`src/rtl/core/fhc_pkg.sv`:
```
// shared widths, types and register indexes of the fiber hit clusterer
package fhc_pkg;

  localparam int unsigned SegInW = 10;
  localparam int unsigned PosW   = 12;
  localparam int unsigned LayerW = 4;
  localparam int unsigned NumW   = 10;
  localparam int unsigned CntW   = 11;
  localparam int unsigned LxW    = 16;
  localparam int unsigned MeanW  = 16;
  localparam int unsigned SumW   = 22;
  localparam int unsigned OffW   = 8;
  localparam int unsigned FracW  = 4;
  localparam int unsigned DivNW  = SumW + FracW;
  localparam int unsigned DivQW  = 16;
  localparam int unsigned DivCW  = $clog2(DivQW);

  localparam int unsigned ApbDataW = 32;
  localparam int unsigned ApbAddrW = 3;
  localparam int unsigned ApbAddrLsb = 2;

  localparam logic [ApbAddrW-1:0] RegEvenLzOffset = '0;

  typedef struct packed {
    logic             start;
    logic             neg;
    logic [DivNW-1:0] mag;
    logic [CntW-1:0]  den;
  } div_req_t;

  typedef struct packed {
    logic                    done;
    logic signed [MeanW-1:0] quot;
  } div_rsp_t;

endpackage

```
`src/rtl/core/fhc_if.sv`:
```
// hit and cluster channel interfaces
interface fhc_hit_if;
  logic                             valid;
  logic                             ready;
  logic [fhc_pkg::SegInW-1:0]       segment;
  logic signed [fhc_pkg::PosW-1:0]  position_half;
  logic [fhc_pkg::LayerW-1:0]       layer;
  logic                             last_in_layer;

  modport source (output valid, segment, position_half, layer, last_in_layer, input ready);
  modport sink (input valid, segment, position_half, layer, last_in_layer, output ready);
endinterface

interface fhc_clu_if;
  logic                              valid;
  logic                              ready;
  logic [fhc_pkg::NumW-1:0]          cluster_number;
  logic [fhc_pkg::CntW-1:0]          hit_count;
  logic [fhc_pkg::CntW-1:0]          lz_size;
  logic signed [fhc_pkg::LxW-1:0]    lx_size_sixteenths;
  logic signed [fhc_pkg::MeanW-1:0]  mean_position;
  logic [fhc_pkg::LayerW-1:0]        cluster_layer;
  logic                              last_of_run;

  modport source (output valid, cluster_number, hit_count, lz_size, lx_size_sixteenths,
                  mean_position, cluster_layer, last_of_run, input ready);
  modport sink (input valid, cluster_number, hit_count, lz_size, lx_size_sixteenths,
                mean_position, cluster_layer, last_of_run, output ready);
endinterface

```
`src/rtl/core/fiber_hit_clusterer.sv`:
```
// fiber hit clusterer top level: cluster tracking, sequencer and output word
// Hits of one layer enter one word at a time in ascending segment order. A hit
// that continues the open cluster (segment one or two above the previous) passes
// through the eval and last states before the next word can be accepted. Every
// cluster word that a hit produces adds a divider run plus the wait for the sink:
// the mean position is formed by one shared radix-2 divider that yields one
// quotient bit per cycle. A hit that closes a cluster and is also the last of its
// layer produces two cluster words, one after the other. The even lz offset
// register should be written only while no hit is in flight.
module fiber_hit_clusterer #(
  parameter int unsigned SEGMENT_COUNT = 1024
) (
  input  logic                              clk_i,
  input  logic                              rst_ni,
  input  logic                              psel,
  input  logic                              penable,
  input  logic                              pwrite,
  input  logic [fhc_pkg::ApbAddrW-1:0]      paddr,
  input  logic [fhc_pkg::ApbDataW-1:0]      pwdata,
  output logic [fhc_pkg::ApbDataW-1:0]      prdata,
  output logic                              pready,
  fhc_hit_if.sink                           hit_i,
  fhc_clu_if.source                         clu_o
);

  localparam int unsigned SegW = ($clog2(SEGMENT_COUNT) < fhc_pkg::SegInW) ?
                                 $clog2(SEGMENT_COUNT) : fhc_pkg::SegInW;
  localparam logic [16:0] SegMax = 17'(SEGMENT_COUNT - 1);

  localparam logic [2:0] StIdle = 3'd0;
  localparam logic [2:0] StEval = 3'd1;
  localparam logic [2:0] StLast = 3'd2;
  localparam logic [2:0] StDiv  = 3'd3;
  localparam logic [2:0] StOut  = 3'd4;

  logic [2:0] state_q, state_d;

  logic signed [fhc_pkg::OffW-1:0] even_lz_offset;
  fhc_pkg::div_req_t               div_req;
  fhc_pkg::div_rsp_t               div_rsp;

  // latched hit
  logic [SegW-1:0]                   seg_q;
  logic signed [fhc_pkg::PosW-1:0]   pos_q;
  logic [fhc_pkg::LayerW-1:0]        layer_q;
  logic                              last_q;

  // open cluster
  logic                              open_q;
  logic [SegW-1:0]                   prev_q;
  logic [SegW-1:0]                   prev2_q;
  logic                              prev2_vld_q;
  logic [fhc_pkg::CntW-1:0]          cnt_q;
  logic [fhc_pkg::CntW-1:0]          lz_q;
  logic [fhc_pkg::CntW-1:0]          lx_q;
  logic signed [fhc_pkg::SumW-1:0]   sum_q;
  logic [fhc_pkg::NumW-1:0]          num_q;

  logic                              lol_q;
  logic                              clear_pend_q;

  // output word
  logic [fhc_pkg::NumW-1:0]          o_num_q;
  logic [fhc_pkg::CntW-1:0]          o_cnt_q;
  logic [fhc_pkg::CntW-1:0]          o_lz_q;
  logic signed [fhc_pkg::LxW-1:0]    o_lx_q;
  logic signed [fhc_pkg::MeanW-1:0]  o_mean_q;
  logic [fhc_pkg::LayerW-1:0]        o_layer_q;
  logic                              o_last_q;

  logic [SegW-1:0]                   seg_sat;
  logic                              step1;
  logic                              step2;
  logic                              skip2;
  logic                              emit_eval;
  logic                              emit_last;
  logic [fhc_pkg::SumW-1:0]          sum_mag;
  logic signed [fhc_pkg::LxW-1:0]    lx_base;

  fhc_cfg u_cfg (
    .clk_i            (clk_i),
    .rst_ni           (rst_ni),
    .psel             (psel),
    .penable          (penable),
    .pwrite           (pwrite),
    .paddr            (paddr),
    .pwdata           (pwdata),
    .prdata           (prdata),
    .pready           (pready),
    .even_lz_offset_o (even_lz_offset)
  );

  fhc_div u_div (
    .clk_i  (clk_i),
    .rst_ni (rst_ni),
    .req_i  (div_req),
    .rsp_o  (div_rsp)
  );

  assign seg_sat = (17'(hit_i.segment) > SegMax) ? SegMax[SegW-1:0] :
                   hit_i.segment[SegW-1:0];

  assign step1 = {1'b0, seg_q} == ({1'b0, prev_q} + (SegW+1)'(1));
  assign step2 = {1'b0, seg_q} == ({1'b0, prev_q} + (SegW+1)'(2));
  assign skip2 = prev2_vld_q && ({1'b0, seg_q} == ({1'b0, prev2_q} + (SegW+1)'(2)));

  assign emit_eval = (state_q == StEval) && open_q && !step1 && !step2;
  assign emit_last = (state_q == StLast) && last_q;

  assign sum_mag = sum_q[fhc_pkg::SumW-1] ? fhc_pkg::SumW'(-sum_q) : fhc_pkg::SumW'(sum_q);

  always_comb begin
    div_req.start = emit_eval || emit_last;
    div_req.neg   = sum_q[fhc_pkg::SumW-1];
    div_req.mag   = {sum_mag, {fhc_pkg::FracW{1'b0}}};
    div_req.den   = cnt_q;
  end

  assign lx_base = $signed({1'b0, lx_q, {fhc_pkg::FracW{1'b0}}});

  always_comb begin
    state_d = state_q;
    case (state_q)
      StIdle: begin
        if (hit_i.valid) state_d = StEval;
      end
      StEval: begin
        state_d = emit_eval ? StDiv : StLast;
      end
      StLast: begin
        state_d = last_q ? StDiv : StIdle;
      end
      StDiv: begin
        if (div_rsp.done) state_d = StOut;
      end
      StOut: begin
        if (clu_o.ready) state_d = clear_pend_q ? StIdle : StLast;
      end
      default: state_d = StIdle;
    endcase
  end

  always_ff @(posedge clk_i or negedge rst_ni) begin
    if (!rst_ni) begin
      state_q      <= StIdle;
      open_q       <= 1'b0;
      prev_q       <= '0;
      prev2_q      <= '0;
      prev2_vld_q  <= 1'b0;
      cnt_q        <= '0;
      lz_q         <= fhc_pkg::CntW'(1);
      lx_q         <= fhc_pkg::CntW'(1);
      sum_q        <= '0;
      num_q        <= '0;
      lol_q        <= 1'b0;
      clear_pend_q <= 1'b0;
    end else begin
      state_q <= state_d;
      if (state_q == StEval) begin
        if (!open_q) begin
          open_q      <= 1'b1;
          prev_q      <= seg_q;
          prev2_vld_q <= 1'b0;
          cnt_q       <= fhc_pkg::CntW'(1);
          lz_q        <= fhc_pkg::CntW'(1);
          lx_q        <= fhc_pkg::CntW'(1);
          sum_q       <= fhc_pkg::SumW'(pos_q);
        end else if (step1 || step2) begin
          if (step1) lz_q <= lz_q + 1'b1;
          if (step2 || skip2) lx_q <= lx_q + 1'b1;
          prev2_q     <= prev_q;
          prev2_vld_q <= 1'b1;
          prev_q      <= seg_q;
          cnt_q       <= cnt_q + 1'b1;
          sum_q       <= sum_q + fhc_pkg::SumW'(pos_q);
        end else begin
          lol_q        <= !last_q;
          clear_pend_q <= 1'b0;
        end
      end
      if (emit_last) begin
        lol_q        <= 1'b1;
        clear_pend_q <= 1'b1;
      end
      if ((state_q == StDiv) && div_rsp.done) begin
        num_q <= num_q + 1'b1;
      end
      if ((state_q == StOut) && clu_o.ready) begin
        if (clear_pend_q) begin
          open_q      <= 1'b0;
          prev_q      <= '0;
          prev2_vld_q <= 1'b0;
          cnt_q       <= '0;
          lz_q        <= fhc_pkg::CntW'(1);
          lx_q        <= fhc_pkg::CntW'(1);
          sum_q       <= '0;
          num_q       <= '0;
        end else begin
          open_q      <= 1'b1;
          prev_q      <= seg_q;
          prev2_vld_q <= 1'b0;
          cnt_q       <= fhc_pkg::CntW'(1);
          lz_q        <= fhc_pkg::CntW'(1);
          lx_q        <= fhc_pkg::CntW'(1);
          sum_q       <= fhc_pkg::SumW'(pos_q);
        end
      end
    end
  end

  always_ff @(posedge clk_i) begin
    if ((state_q == StIdle) && hit_i.valid) begin
      seg_q   <= seg_sat;
      pos_q   <= hit_i.position_half;
      layer_q <= hit_i.layer;
      last_q  <= hit_i.last_in_layer;
    end
    if ((state_q == StDiv) && div_rsp.done) begin
      o_num_q   <= num_q;
      o_cnt_q   <= cnt_q;
      o_lz_q    <= lz_q;
      o_lx_q    <= lz_q[0] ? lx_base : lx_base + fhc_pkg::LxW'(even_lz_offset);
      o_mean_q  <= div_rsp.quot;
      o_layer_q <= layer_q;
      o_last_q  <= lol_q;
    end
  end

  assign hit_i.ready = (state_q == StIdle);

  assign clu_o.valid              = (state_q == StOut);
  assign clu_o.cluster_number     = o_num_q;
  assign clu_o.hit_count          = o_cnt_q;
  assign clu_o.lz_size            = o_lz_q;
  assign clu_o.lx_size_sixteenths = o_lx_q;
  assign clu_o.mean_position      = o_mean_q;
  assign clu_o.cluster_layer      = o_layer_q;
  assign clu_o.last_of_run        = o_last_q;

endmodule

```
`src/rtl/core/fhc_cfg.sv`:
```
// apb register block holding the even lz offset
module fhc_cfg (
  input  logic                                 clk_i,
  input  logic                                 rst_ni,
  input  logic                                 psel,
  input  logic                                 penable,
  input  logic                                 pwrite,
  input  logic [fhc_pkg::ApbAddrW-1:0]         paddr,
  input  logic [fhc_pkg::ApbDataW-1:0]         pwdata,
  output logic [fhc_pkg::ApbDataW-1:0]         prdata,
  output logic                                 pready,
  output logic signed [fhc_pkg::OffW-1:0]      even_lz_offset_o
);

  logic                            sel_off;
  logic signed [fhc_pkg::OffW-1:0] off_q;

  assign sel_off = (paddr >> fhc_pkg::ApbAddrLsb) == fhc_pkg::RegEvenLzOffset;
  assign pready  = 1'b1;

  always_ff @(posedge clk_i or negedge rst_ni) begin
    if (!rst_ni) begin
      off_q <= '0;
    end else if (psel && penable && pwrite && sel_off) begin
      off_q <= pwdata[fhc_pkg::OffW-1:0];
    end
  end

  always_comb begin
    prdata = '0;
    if (sel_off) begin
      prdata = fhc_pkg::ApbDataW'(off_q);
    end
  end

  assign even_lz_offset_o = off_q;

endmodule

```
`src/rtl/core/fhc_div.sv`:
```
// shared radix-2 restoring divider for the cluster mean, one quotient bit per cycle
module fhc_div (
  input  logic              clk_i,
  input  logic              rst_ni,
  input  fhc_pkg::div_req_t req_i,
  output fhc_pkg::div_rsp_t rsp_o
);

  logic [fhc_pkg::CntW-1:0]  rem_q;
  logic [fhc_pkg::DivQW-1:0] quo_q;
  logic [fhc_pkg::CntW-1:0]  den_q;
  logic                      neg_q;
  logic [fhc_pkg::DivCW-1:0] cnt_q;
  logic                      busy_q;
  logic                      done_q;

  logic [fhc_pkg::CntW:0]    trial;
  logic                      ge;
  logic [fhc_pkg::CntW-1:0]  rem_d;

  assign trial = {rem_q, quo_q[fhc_pkg::DivQW-1]};
  assign ge    = trial >= {1'b0, den_q};
  assign rem_d = ge ? fhc_pkg::CntW'(trial - {1'b0, den_q}) : trial[fhc_pkg::CntW-1:0];

  always_ff @(posedge clk_i or negedge rst_ni) begin
    if (!rst_ni) begin
      busy_q <= 1'b0;
      done_q <= 1'b0;
      cnt_q  <= '0;
    end else if (req_i.start) begin
      busy_q <= 1'b1;
      done_q <= 1'b0;
      cnt_q  <= '0;
    end else if (busy_q) begin
      cnt_q <= cnt_q + 1'b1;
      if (cnt_q == fhc_pkg::DivCW'(fhc_pkg::DivQW - 1)) begin
        busy_q <= 1'b0;
        done_q <= 1'b1;
      end
    end else begin
      done_q <= 1'b0;
    end
  end

  // upper dividend bits are always below the divisor, so 16 steps suffice
  always_ff @(posedge clk_i) begin
    if (req_i.start) begin
      rem_q <= fhc_pkg::CntW'(req_i.mag[fhc_pkg::DivNW-1:fhc_pkg::DivQW]);
      quo_q <= req_i.mag[fhc_pkg::DivQW-1:0];
      den_q <= req_i.den;
      neg_q <= req_i.neg;
    end else if (busy_q) begin
      rem_q <= rem_d;
      quo_q <= {quo_q[fhc_pkg::DivQW-2:0], ge};
    end
  end

  assign rsp_o.done = done_q;
  assign rsp_o.quot = neg_q ? fhc_pkg::MeanW'(-quo_q) : fhc_pkg::MeanW'(quo_q);

endmodule
```
`src/flat_wrapper.sv`:
```
// flat-port wrapper written by rule: the top's interface ports become plain ports
module fiber_hit_clusterer_flat 
#(
  parameter int unsigned SEGMENT_COUNT = 1024
)
  (clk_i, rst_ni, psel, penable, pwrite, paddr, pwdata, prdata, pready, hit_i_valid, hit_i_segment, hit_i_position_half, hit_i_layer, hit_i_last_in_layer, hit_i_ready, clu_o_valid, clu_o_cluster_number, clu_o_hit_count, clu_o_lz_size, clu_o_lx_size_sixteenths, clu_o_mean_position, clu_o_cluster_layer, clu_o_last_of_run, clu_o_ready);
  fhc_hit_if hit_i_i ();
  fhc_clu_if clu_o_i ();
  input  logic clk_i;
  input  logic rst_ni;
  input  logic psel;
  input  logic penable;
  input  logic pwrite;
  input  logic [fhc_pkg::ApbAddrW-1:0] paddr;
  input  logic [fhc_pkg::ApbDataW-1:0] pwdata;
  output logic [fhc_pkg::ApbDataW-1:0] prdata;
  output logic pready;
  input wire logic [$bits(hit_i_i.valid)-1:0] hit_i_valid;
  input wire logic [$bits(hit_i_i.segment)-1:0] hit_i_segment;
  input wire logic [$bits(hit_i_i.position_half)-1:0] hit_i_position_half;
  input wire logic [$bits(hit_i_i.layer)-1:0] hit_i_layer;
  input wire logic [$bits(hit_i_i.last_in_layer)-1:0] hit_i_last_in_layer;
  output wire logic [$bits(hit_i_i.ready)-1:0] hit_i_ready;
  output wire logic [$bits(clu_o_i.valid)-1:0] clu_o_valid;
  output wire logic [$bits(clu_o_i.cluster_number)-1:0] clu_o_cluster_number;
  output wire logic [$bits(clu_o_i.hit_count)-1:0] clu_o_hit_count;
  output wire logic [$bits(clu_o_i.lz_size)-1:0] clu_o_lz_size;
  output wire logic [$bits(clu_o_i.lx_size_sixteenths)-1:0] clu_o_lx_size_sixteenths;
  output wire logic [$bits(clu_o_i.mean_position)-1:0] clu_o_mean_position;
  output wire logic [$bits(clu_o_i.cluster_layer)-1:0] clu_o_cluster_layer;
  output wire logic [$bits(clu_o_i.last_of_run)-1:0] clu_o_last_of_run;
  input wire logic [$bits(clu_o_i.ready)-1:0] clu_o_ready;
  assign hit_i_i.valid = hit_i_valid;
  assign hit_i_i.segment = hit_i_segment;
  assign hit_i_i.position_half = hit_i_position_half;
  assign hit_i_i.layer = hit_i_layer;
  assign hit_i_i.last_in_layer = hit_i_last_in_layer;
  assign hit_i_ready = hit_i_i.ready;
  assign clu_o_valid = clu_o_i.valid;
  assign clu_o_cluster_number = clu_o_i.cluster_number;
  assign clu_o_hit_count = clu_o_i.hit_count;
  assign clu_o_lz_size = clu_o_i.lz_size;
  assign clu_o_lx_size_sixteenths = clu_o_i.lx_size_sixteenths;
  assign clu_o_mean_position = clu_o_i.mean_position;
  assign clu_o_cluster_layer = clu_o_i.cluster_layer;
  assign clu_o_last_of_run = clu_o_i.last_of_run;
  assign clu_o_i.ready = clu_o_ready;
  fiber_hit_clusterer #(.SEGMENT_COUNT(SEGMENT_COUNT)) u_core (.clk_i(clk_i), .rst_ni(rst_ni), .psel(psel), .penable(penable), .pwrite(pwrite), .paddr(paddr), .pwdata(pwdata), .prdata(prdata), .pready(pready), .hit_i(hit_i_i), .clu_o(clu_o_i));
endmodule
```
`config.mk`:
```
export PLATFORM = sky130hd
export DESIGN_NAME = fiber_hit_clusterer_flat
export DESIGN_NICKNAME = d
export VERILOG_FILES = /design/src/rtl/core/fhc_pkg.sv /design/src/rtl/core/fhc_if.sv /design/src/rtl/core/fiber_hit_clusterer.sv /design/src/rtl/core/fhc_cfg.sv /design/src/rtl/core/fhc_div.sv /design/src/flat_wrapper.sv
export SDC_FILE = /design/constraint.sdc
export NUM_CORES = 1
export LEC_CHECK = 0
export BUFFER_PORTS_ARGS = -buffer_cell sky130_fd_sc_hd__buf_2
export CAP_MARGIN = 25
export CORE_MARGIN = 3
export CORE_UTILIZATION = 40
export DETAILED_ROUTE_END_ITERATION = 7
export GPL_TIMING_DRIVEN = 0
export PLACE_DENSITY = 0.69
export RECOVER_POWER = 50
export SKIP_CTS_REPAIR_TIMING = 1
export SYNTH_ARGS = -nofsm -noshare
export SYNTH_HDL_FRONTEND = slang
export SYNTH_SLANG_ARGS = --single-unit
```
`constraint.sdc`:
```
create_clock -name clk_i -period 6.6 [get_ports clk_i]
set_clock_uncertainty 0.15 [all_clocks]
set_input_delay 0.33 -clock clk_i [delete_from_list [all_inputs] [get_ports clk_i]]
set_output_delay 0.33 -clock clk_i [all_outputs]
set_load 0.005 [all_outputs]
```
==> flow_summary.ini <==
[global_route]
grt_usage = 0.175
grt_max_degree = 86
grt_pass1_vias = 9843
grt_pass1_wl_um = 50900
overflow = 0
antenna_found_initial = 0

[worst_setup_path]
start_kind = flip-flop
cp-startpoint = u_core.state_q[2]$_DFFE_PN0P_
arrival_ns = 4.33
endpoint_kind = flip-flop
r2r-end = u_core.num_q[5]$_DFF_PN0_
worstSetupEndpoint = u_core.num_q[5]$_DFF_PN0_
r2r_setup_slack_ns = 2.59
reg2reg_depth = 5
path_class = reg2reg
reg2reg_from = u_core.state_q[2]$_DFFE_PN0P_
worstPathMaxFanout = 21
required_ns = 6.92

[timing]
slew_headroom = -0.665
fin_crit_ns = 4.01
max_freq_mhz = 249
setup_violations = 0
timing.final.ws_setup_ns = 2.59
slew_viol_final = 20
hold_viol = 0
tightest_slew_ns = 2.49
rsz0062_at_grt = false
layout_worst_path_cycle_share = 0.607

[floorplanning]
coreArea_um2 = 31900
ioPinCount = 173
row_count = 65
die_h_um = 187
initial_core_util = 0.411
die_area_um2 = 34900
die_x_um = 187

[run_status]
violations = max-capacitance violations, max-slew violations
outcome = complete, but fails checks

[layout]
final_common_cell = nand2_1
nets = 1593
layout_common_cells = 131 x nand2_1, 130 x edfxtp_1, 113 x o21ai_0
fin_cells = 1925
drive_gt1_frac = 0.159
finalInstanceArea_um2 = 15800
n_fill_cell = 2956
syn_to_final_growth_pct = 20.6
diodes = 0

[job]
cap_violations = 1

[power]
power_w = 0.00529
powerDensity_nw_per_um2 = 335
static-leakage-power_nw = 6.56
ir_drop_mv = 0.221

[synthesis]
postSynth.asyncResetShare = 0.440
ys_types = 83
syn_nets = 1375
synthSimpleGateAreaFrac = 0.152
avgSynthCellArea_um2 = 10.5
yosys.area_share.adder = 0.0552
syn_inst = 1250
synth_compound_area_frac = 0.146
ys_seq_elements = 241
yosys_warnings = 0
seq_area_frac_synth = 0.509
synth_edf_count = 130
synthMuxAreaShare = 0.0225
synth_top_family_by_area = simple AND/OR/NAND/NOR gates
synth_flop_cell = edfxtp_1
synth_area_um2 = 13100
synth_xor_xnor_area_share = 0.0736

[placed_design]
dpl_worst_slack_ns = 2.45
dp_hpwl_um = 22300
port_buffers = 145
placed_cell_area_um2 = 14500
placed_cells = 1834
gp_congestion = 0.886

[routing]
totalWireLength_um = 31100
detail_route.iter0.violations = 772
drc = 0
avgRoutedWirePerCell_um = 16.2
viasPerCell = 5.26
ant_nets = 0
wl_met3_um = 1380
vias = 10100
dr.pass1.iters = 5
highest_layer = met4
wirelength_met1_um = 14200
met2_length_um = 14800

[clocking]
cts-root-buf = clkbuf_16
cts-buffers-inserted = 28
cts_tree = yes
clock_sinks = 241
clk_latency_ns = 0.56
cts_buffer_depth = 3
h-tree-depth = 1
path_clk_slew_ns = 0.06

[hold_path]
hp-class = reg2reg
cell usage after synthesis, types with 3 or more instances:
cell	number	area, µm²
or3_1	14	87.6
ha_1	53	663
o211ai_1	8	60.1
nor4_1	4	25.0
o41ai_1	3	26.3
a21boi_0	4	30.0
o21ai_1	4	20.0
or4_1	9	67.6
nand4_1	25	156
buf_4	27	203
inv_1	35	131
buf_2	7	35.0
o221ai_1	3	26.3
and3_1	16	100
nand2b_1	19	119
dfxtp_1	5	100
mux2i_1	8	80.1
nor3_1	19	95.1
nor2_1	82	308
fa_1	3	60.1
a21oi_1	68	340
o31ai_1	18	135
dfrtp_1	104	2600
nand3b_1	6	45.0
or2_2	6	37.5
a21o_1	17	128
nand2_1	131	492
xor2_1	46	403
nor2b_1	21	131
mux2_2	19	214
o21ai_0	113	566
edfxtp_1	130	3900
o21bai_1	5	37.5
a22oi_1	7	52.6
a31oi_1	15	93.8
buf_6	4	45.0
nand3_1	34	170
xnor2_1	57	499
and2_1	9	56.3
buf_1	3	11.3
clkbuf_1	28	105
o21a_1	3	22.5
a211oi_1	7	52.6
routing by layer:
layer / vias up / GRT usage
met5: - / 0
met4: 0 / 0.0430
met3: 63 / 0.0272
met2: 230 / 0.299
met1: 4846 / 0.235
li1: 4979 / -
final cells by class:
cell class | count | area (µm²) | area share
buffer | 70 | 404 | 0.0256
clock buffer | 31 | 722 | 0.0457
clock inverter | 21 | 285 | 0.0181
inverter | 37 | 139 | 0.00879
multi-input combinational | 902 | 5890 | 0.373
sequential | 241 | 6660 | 0.422
tap | 435 | 544 | 0.0345
timing repair buffer | 188 | 1150 | 0.0728
stage by stage:
step | TNS [ns] | utilization | hold slack, ns
after floorplan | 0 | - | -0.116
after global placement | -3.51 | 0.450 | 0.252
after detailed placement | 0 | 0.454 | 0.0575
after CTS | 0 | 0.485 | -0.538
after global routing | 0 | 0.495 | 0.278
final | 0 | 0.495 | 0.266
registers in the layout, indices dropped and copies added (netlist names), 3 cells and up:
signal                           flops
u_core.clu_o.lx_size_sixteenths     16
u_core.prev_q                       10
u_core.num_q                        10
u_core.u_div.rem_q                  11
u_core.layer_q                       4
u_core.sum_q                        22
u_core.seg_q                        10
u_core.clu_o.cluster_layer           4
u_core.u_cfg.even_lz_offset_o        8
u_core.clu_o.lz_size                11
u_core.u_div.cnt_q                   4
u_core.clu_o.hit_count              11
u_core.pos_q                        12
u_core.prev2_q                      10
u_core.u_div.quo_q                  16
u_core.cnt_q                        11
u_core.lx_q                         11
u_core.lz_q                         11
u_core.u_div.den_q                  11
u_core.clu_o.mean_position          16
u_core.clu_o.cluster_number         10
u_core.state_q                       3
worst max-delay path: stages, from the launching register on:
cell,delay (ns)
dfrtp_1,0.45
nand2b_1,0.23
nor2_1,1.86
nand4_1,0.58
or3_1,0.46
a21oi_1,0.17
cell families after synthesis:
group | count (synthesis)
xor gates and xnor gates | 106
buffers and inverters | 107
adders and majority gates | 56
other | 1
AOI/OAI and AO/OA | 306
DFF | 241
and+or+nand+nor | 406
muxes | 27
where the power goes:
group          internal [W]  switching, W
sequential          0.00187      0.000177
combinational      0.000697      0.000867
clock               0.00103      0.000649
worst min-delay path by stage:
stage	depth (start not counted)	to	startpoint
2_1_floorplan	0	u_core.clear_pend_q$_DFFE_PN0P_	rst_ni
3_3_place_gp	0	u_core.clu_o.cluster_layer[3]$_DFFE_PP_	u_core.layer_q[3]$_DFFE_PP_
3_5_place_dp	1	u_core.u_div.busy_q$_DFF_PN0_	rst_ni
4_1_cts	1	u_core.u_div.cnt_q[0]$_DFFE_PN0P_	rst_ni
5_1_grt	0	u_core.clu_o.cluster_layer[3]$_DFFE_PP_	u_core.layer_q[3]$_DFFE_PP_
6_report	0	u_core.clu_o.cluster_layer[2]$_DFFE_PP_	u_core.layer_q[2]$_DFFE_PP_
(Power assumes the default switching activity.)
